$ cat src/fpc_pkg.sv
package fpc_pkg;

  // Width of one stored color byte.
  localparam int unsigned ColorBits = 8;

  // Request kinds carried on the input tuser bit.
  typedef enum logic {
    FUNC_WRITE  = 1'b0,
    FUNC_LOOKUP = 1'b1
  } func_e;

  // Status of a lookup transaction as it travels down the chain of cells.
  typedef struct packed {
    logic                 valid;
    logic                 hit;
    logic [ColorBits-1:0] color;
  } qry_stat_t;

endpackage

$ cat src/fpc_cell.sv
module fpc_cell
  import fpc_pkg::*;
#(
  parameter int unsigned COORD_BITS = 12
) (
  input  logic                  clk_i,
  input  logic                  rst_ni,
  // Entry shift from the newer neighbor.
  input  logic                  shift_i,
  input  logic                  ent_valid_i,
  input  logic [COORD_BITS-1:0] ent_x_i,
  input  logic [COORD_BITS-1:0] ent_y_i,
  input  logic [ColorBits-1:0]  ent_color_i,
  output logic                  ent_valid_o,
  output logic [COORD_BITS-1:0] ent_x_o,
  output logic [COORD_BITS-1:0] ent_y_o,
  output logic [ColorBits-1:0]  ent_color_o,
  // Lookup transaction from the newer neighbor.
  input  qry_stat_t             qry_i,
  input  logic [COORD_BITS-1:0] qry_x_i,
  input  logic [COORD_BITS-1:0] qry_y_i,
  output qry_stat_t             qry_o,
  output logic [COORD_BITS-1:0] qry_x_o,
  output logic [COORD_BITS-1:0] qry_y_o
);

  logic                  ent_valid_q;
  logic [COORD_BITS-1:0] ent_x_q;
  logic [COORD_BITS-1:0] ent_y_q;
  logic [ColorBits-1:0]  ent_color_q;
  qry_stat_t             qry_d, qry_q;
  logic [COORD_BITS-1:0] qry_x_q;
  logic [COORD_BITS-1:0] qry_y_q;
  logic                  match;

  // Entry valid bit moves with the entry on every write.
  always_ff @(posedge clk_i or negedge rst_ni) begin
    if (!rst_ni) begin
      ent_valid_q <= 1'b0;
    end else if (shift_i) begin
      ent_valid_q <= ent_valid_i;
    end
  end

  // Entry payload.
  always_ff @(posedge clk_i) begin
    if (shift_i) begin
      ent_x_q     <= ent_x_i;
      ent_y_q     <= ent_y_i;
      ent_color_q <= ent_color_i;
    end
  end

  // Newer cells sit first, so the first match along the chain is the newest one.
  assign match = ent_valid_q && (ent_x_q == qry_x_i) && (ent_y_q == qry_y_i);

  always_comb begin
    qry_d = qry_i;
    if (qry_i.valid && !qry_i.hit && match) begin
      qry_d.hit   = 1'b1;
      qry_d.color = ent_color_q;
    end
  end

  // Lookup status stage.
  always_ff @(posedge clk_i or negedge rst_ni) begin
    if (!rst_ni) begin
      qry_q <= '0;
    end else begin
      qry_q <= qry_d;
    end
  end

  // Lookup coordinates travel alongside the status.
  always_ff @(posedge clk_i) begin
    qry_x_q <= qry_x_i;
    qry_y_q <= qry_y_i;
  end

  assign ent_valid_o = ent_valid_q;
  assign ent_x_o     = ent_x_q;
  assign ent_y_o     = ent_y_q;
  assign ent_color_o = ent_color_q;
  assign qry_o       = qry_q;
  assign qry_x_o     = qry_x_q;
  assign qry_y_o     = qry_y_q;

endmodule

$ cat src/fifo_replacement_pixel_cache.sv
// Fully associative pixel store with first-in first-out replacement.
// Input channel (s_axis): tuser selects the transaction kind, 0 writes a pixel
// and 1 looks one up; tdata carries the column, the row and the color.
// Output channel (m_axis): one transaction per input transaction; tuser is the
// hit flag and tdata the color of the newest matching entry, 0 on a miss or write.
// Entries live in a row of CACHE_DEPTH cells, newest first. A write shifts the
// row by one cell, so the oldest entry drops off the far end when all are in use.
// A lookup walks down the row one cell per cycle, through the status register of
// each cell; a write result goes straight into the output register.
// One transaction is handled at a time: after a lookup has walked the cell row,
// its result loads the output register, where it sits until taken; no new
// transaction can enter while the walk is in progress.
// The result waits in an output register; the next transaction is accepted
// in the same cycle the waiting result is taken. If the receiver stalls, the
// result holds and no new transaction is accepted.
// Reset empties the store and the output register; no clearing pass is needed.
module fifo_replacement_pixel_cache
  import fpc_pkg::*;
#(
  parameter int unsigned CACHE_DEPTH = 16,
  parameter int unsigned COORD_BITS  = 12,
  localparam int unsigned InBits     = 2 * COORD_BITS + ColorBits,
  localparam int unsigned InBytes    = (InBits + 7) / 8
) (
  input  logic                 clk_i,
  input  logic                 rst_ni,
  input  logic                 s_axis_tvalid,
  output logic                 s_axis_tready,
  // Fields from bit 0 up: x_coord, y_coord, pixel_color, zero fill.
  input  logic [8*InBytes-1:0] s_axis_tdata,
  // Fields from bit 0 up: func.
  input  logic                 s_axis_tuser,
  output logic                 m_axis_tvalid,
  input  logic                 m_axis_tready,
  // Fields from bit 0 up: found_color.
  output logic [ColorBits-1:0] m_axis_tdata,
  // Fields from bit 0 up: hit.
  output logic                 m_axis_tuser
);

  logic                  in_accept;
  logic                  is_write;
  logic [COORD_BITS-1:0] in_x;
  logic [COORD_BITS-1:0] in_y;
  logic [ColorBits-1:0]  in_color;
  qry_stat_t             qry_in;

  logic                  busy_d, busy_q;
  logic                  out_valid_d, out_valid_q;
  logic                  out_hit_d, out_hit_q;
  logic [ColorBits-1:0]  out_color_d, out_color_q;

  logic                  ent_valid [CACHE_DEPTH];
  logic [COORD_BITS-1:0] ent_x     [CACHE_DEPTH];
  logic [COORD_BITS-1:0] ent_y     [CACHE_DEPTH];
  logic [ColorBits-1:0]  ent_color [CACHE_DEPTH];
  qry_stat_t             qry       [CACHE_DEPTH];
  logic [COORD_BITS-1:0] qry_x     [CACHE_DEPTH];
  logic [COORD_BITS-1:0] qry_y     [CACHE_DEPTH];

  // Input field unpacking.
  assign in_x     = s_axis_tdata[COORD_BITS-1:0];
  assign in_y     = s_axis_tdata[2*COORD_BITS-1:COORD_BITS];
  assign in_color = s_axis_tdata[2*COORD_BITS+ColorBits-1:2*COORD_BITS];

  // Accept when idle and the output register is free or being emptied.
  assign s_axis_tready = !busy_q && (!out_valid_q || m_axis_tready);
  assign in_accept     = s_axis_tvalid && s_axis_tready;
  assign is_write      = (func_e'(s_axis_tuser) == FUNC_WRITE);

  // A lookup enters the first cell with no hit yet.
  always_comb begin
    qry_in       = '0;
    qry_in.valid = in_accept && !is_write;
  end

  // Row of cells, newest entry in cell 0.
  for (genvar i = 0; i < CACHE_DEPTH; i++) begin : g_cell
    if (i == 0) begin : g_head
      fpc_cell #(
        .COORD_BITS(COORD_BITS)
      ) u_cell (
        .clk_i      (clk_i),
        .rst_ni     (rst_ni),
        .shift_i    (in_accept && is_write),
        .ent_valid_i(1'b1),
        .ent_x_i    (in_x),
        .ent_y_i    (in_y),
        .ent_color_i(in_color),
        .ent_valid_o(ent_valid[i]),
        .ent_x_o    (ent_x[i]),
        .ent_y_o    (ent_y[i]),
        .ent_color_o(ent_color[i]),
        .qry_i      (qry_in),
        .qry_x_i    (in_x),
        .qry_y_i    (in_y),
        .qry_o      (qry[i]),
        .qry_x_o    (qry_x[i]),
        .qry_y_o    (qry_y[i])
      );
    end else begin : g_body
      fpc_cell #(
        .COORD_BITS(COORD_BITS)
      ) u_cell (
        .clk_i      (clk_i),
        .rst_ni     (rst_ni),
        .shift_i    (in_accept && is_write),
        .ent_valid_i(ent_valid[i-1]),
        .ent_x_i    (ent_x[i-1]),
        .ent_y_i    (ent_y[i-1]),
        .ent_color_i(ent_color[i-1]),
        .ent_valid_o(ent_valid[i]),
        .ent_x_o    (ent_x[i]),
        .ent_y_o    (ent_y[i]),
        .ent_color_o(ent_color[i]),
        .qry_i      (qry[i-1]),
        .qry_x_i    (qry_x[i-1]),
        .qry_y_i    (qry_y[i-1]),
        .qry_o      (qry[i]),
        .qry_x_o    (qry_x[i]),
        .qry_y_o    (qry_y[i])
      );
    end
  end

  // Busy while a lookup walks the row.
  always_comb begin
    busy_d = busy_q;
    if (qry[CACHE_DEPTH-1].valid) begin
      busy_d = 1'b0;
    end else if (in_accept && !is_write) begin
      busy_d = 1'b1;
    end
  end

  // Output register loads on a write or at the end of a lookup walk.
  always_comb begin
    out_valid_d = out_valid_q;
    out_hit_d   = out_hit_q;
    out_color_d = out_color_q;
    if (out_valid_q && m_axis_tready) begin
      out_valid_d = 1'b0;
    end
    if (in_accept && is_write) begin
      out_valid_d = 1'b1;
      out_hit_d   = 1'b0;
      out_color_d = '0;
    end else if (qry[CACHE_DEPTH-1].valid) begin
      out_valid_d = 1'b1;
      out_hit_d   = qry[CACHE_DEPTH-1].hit;
      out_color_d = qry[CACHE_DEPTH-1].color;
    end
  end

  always_ff @(posedge clk_i or negedge rst_ni) begin
    if (!rst_ni) begin
      busy_q      <= 1'b0;
      out_valid_q <= 1'b0;
    end else begin
      busy_q      <= busy_d;
      out_valid_q <= out_valid_d;
    end
  end

  always_ff @(posedge clk_i) begin
    out_hit_q   <= out_hit_d;
    out_color_q <= out_color_d;
  end

  assign m_axis_tvalid = out_valid_q;
  assign m_axis_tuser  = out_hit_q;
  assign m_axis_tdata  = out_color_q;

endmodule
$ cat config.mk
export PLATFORM = sky130hd
export DESIGN_NAME = fifo_replacement_pixel_cache
export DESIGN_NICKNAME = d
export VERILOG_FILES = /design/src/fpc_pkg.sv /design/src/fpc_cell.sv /design/src/fifo_replacement_pixel_cache.sv
export SDC_FILE = /design/constraint.sdc
export NUM_CORES = 1
export LEC_CHECK = 0
export BUFFER_PORTS_ARGS = -buffer_cell sky130_fd_sc_hd__buf_4
export CORE_AREA = 5 5 243 245
export CTS_CLUSTER_SIZE = 8
export DETAILED_ROUTE_END_ITERATION = 7
export DIE_AREA = 0 0 248 250
export GPL_TIMING_DRIVEN = 0
export PLACE_DENSITY = 0.77
export SLEW_MARGIN = 20
export SYNTH_ARGS = -nofsm -noshare
export SYNTH_HDL_FRONTEND = slang
export SYNTH_HIERARCHICAL = 1
export SYNTH_SLANG_ARGS = --single-unit
$ cat constraint.sdc
create_clock -name clk_i -period 5.5 [get_ports clk_i]
set_input_delay 0.55 -clock clk_i [delete_from_list [all_inputs] [get_ports clk_i]]
set_output_delay 0.55 -clock clk_i [all_outputs]
set_load 0.01 [all_outputs]
==> impl_metrics.yaml <==
sta:
  fin_crit_ps: 2700
  hold_violations: 0
  rsz0062_at_grt: "no"
  postLayoutSetupSlackWorst_ps: 2800
  tightest_slew_ps: 739
  holdWs_ps: 149
  final_max_slew_viol_count: 0
  clock_skew_ps: 17.8
  fin_crit_sh: 0.491
  setup_tns_ps: 0
  slew_headroom: 0.503
  finalSetupViolations: 0
  fmax_mhz: 371
final_layout:
  fillers: 3390
  antenna_cells: 0
  layout-drive-gt1-share: 0.185
  utilization: 0.702
  fin_nets: 2078
  instances_no_fill: 2930
  area_growth_pct: 18.7
cts:
  clk_latency_ps: 710
  htree_levels: 4
  numCtsBuffers: 150
  clock_sinks: 1059
  cts_tree: "built"
  clockBufferDepth: 3
  clockRootBuffer: "clkbuf_16"
  post_cts_resized: 0
  cts.clk_slew.worst_paths_ps: 50
worst_setup_path:
  crit_end: "g_cell[3].g_body.u_cell/ent_color_o[5]$_DFFE_PP_"
  reg2reg_depth: 6
  r2r_setup_slack_ps: 2800
  startpoint_type: "flop"
  criticalPathCategory: "flop to flop"
  cp.arrival_ps: 3070
  r2r-start: "m_axis_tvalid$_DFFE_PN0P_"
  r2r-end: "g_cell[3].g_body.u_cell/ent_color_o[5]$_DFFE_PP_"
  crit_path_end_kind: "flop"
  cp-startpoint: "m_axis_tvalid$_DFFE_PN0P_"
  critPathMaxFanout: 101
  cp.required_ps: 5870
hold_path:
  hp-class: "input port to flop"
drt:
  drt_first_pass_iters: 5
  wire_per_inst_um: 16.2
  drc: 0
  vias: 14400
  wirelength_mm: 47.6
  antenna_left: 0
  drt-initial-drc-count: 726
  via_per_inst: 4.90
floorplan:
  die_h_um: 250
  die_area_um2: 62000
  core_area_um2: 56900
  rows: 88
  initial_core_util: 0.592
  die_x_um: 248
  io_pins: 48
yosys:
  syn_area_per_cell_um2: 18.8
  syn_area_um2: 33700
  yosys_warnings: 6
  syn-instance-count: 1793
power:
  p_per_area_nw_per_um2: 433
  irDropWorstVdd_uv: 345
  leakagePower_uw: 0.0147
placement:
  gp_congestion: 0.723
  io_buffers: 47
  dp.cells: 2621
  place_ws_ps: 2560
  dp_hpwl_mm: 26.4
global_routing:
  gr-total-overflow: 0
  grt_pass1_wl_mm: 79.6
  antenna_found_initial: 0
  grt_start_max_net_pins: 107
  grt_pass1_vias: 16000
  grt_use_total: 0.161
status:
  status: "finished clean"
run:
  cap_violations: 0
-- where the power goes --
part	switching, uW	internal [uW]	leakage, uW
registers	131	8480	0.00986
clock network	3080	5260	0.00210
logic	154	195	0.00270
total	3370	13900	0.0147
-- layer usage --
layer / track usage / wire (um) / vias to the layer above
li1: - / - / 6978
met1: 0.185 / 18400 / 7029
met2: 0.278 / 25800 / 247
met3: 0.0458 / 1880 / 109
met4: 0.0777 / 1470 / 0
met5: 0 / 0 / -
-- critical path, stage by stage, from the launching register on --
cell and delay (ps):
dfrtp_1 380, nor2b_4 140, nor4b_4 260, buf_8 210, buf_16 380, buf_16 430
buf_16 340
-- state kept, by name (all words and copies together), names as in the netlist --
signal and cells:
busy_q 1, g_cell.g_body.u_cell/ent_color_o 120, g_cell.g_body.u_cell/ent_valid_o 15, g_cell.g_body.u_cell/ent_x_o 180
g_cell.g_body.u_cell/ent_y_o 180, g_cell.g_body.u_cell/qry_o 150, g_cell.g_body.u_cell/qry_x_o 168, g_cell.g_body.u_cell/qry_y_o 168
g_cell.g_head.u_cell/ent_color_o 8, g_cell.g_head.u_cell/ent_valid_o 1, g_cell.g_head.u_cell/ent_x_o 12, g_cell.g_head.u_cell/ent_y_o 12
g_cell.g_head.u_cell/qry_o 10, g_cell.g_head.u_cell/qry_x_o 12, g_cell.g_head.u_cell/qry_y_o 12, m_axis_tdata 8
m_axis_tuser 1, m_axis_tvalid 1
-- cell type report --
| type | count | area [um2] | area share |
|---|---|---|---|
| inverter | 1 | 3.75 | 0.0000939 |
| clock inverter | 10 | 109 | 0.00272 |
| timing repair buffer | 87 | 883 | 0.0221 |
| sequential | 1059 | 27200 | 0.681 |
| buffer | 2 | 22.5 | 0.000563 |
| multi-input combinational | 740 | 6480 | 0.162 |
| tap | 765 | 957 | 0.0239 |
| clock buffer | 266 | 4320 | 0.108 |
-- what timing repair did --
item / 4_1_cts / 5_1_grt
hold buffers: 33 / 0
endpoints found under the setup margin: 0 / 0
buffers inserted: 0 / 0
endpoints found under the hold margin: 127 / 0
-- cell usage in the layout (no fill, tap or decap), drive strengths merged, types with 11 or more instances in the layout --
cell type,instances
mux2,144
nor4,64
nand3,16
dfrtp,178
dlygate4sd3,33
conb,11
nand4,48
nand2,16
dfxtp,369
xor2,208
edfxtp,512
clkbuf,266
nor3,16
or2,16
buf,56
xnor2,176
-- stage by stage --
stage / cell area (um2) / total power, uW
2_1_floorplan: 33700 / 8930
3_3_place_gp: 35000 / 9050
3_5_place_dp: 35200 / 9080
4_1_cts: 40000 / 17500
5_1_grt: 40000 / 17900
6_report: 40000 / 17300
-- worst min-delay path by stage --
stage | startpoint | endpoint | slack, ps | depth (start not counted)
6_report | s_axis_tvalid | busy_q$_DFFE_PN0P_ | 150 | 3
5_1_grt | s_axis_tvalid | busy_q$_DFFE_PN0P_ | 140 | 3
4_1_cts | s_axis_tvalid | busy_q$_DFFE_PN0P_ | 100 | 3
3_5_place_dp | g_cell[7].g_body.u_cell/qry_x_o[2]$_DFF_P_ | g_cell[8].g_body.u_cell/qry_x_o[2]$_DFF_P_ | 350 | 0
3_3_place_gp | g_cell[13].g_body.u_cell/qry_y_o[2]$_DFF_P_ | g_cell[14].g_body.u_cell/qry_y_o[2]$_DFF_P_ | 360 | 0
2_1_floorplan | rst_ni | busy_q$_DFFE_PN0P_ | 250 | 0
Note: power is estimated with default switching activity, not from simulation.
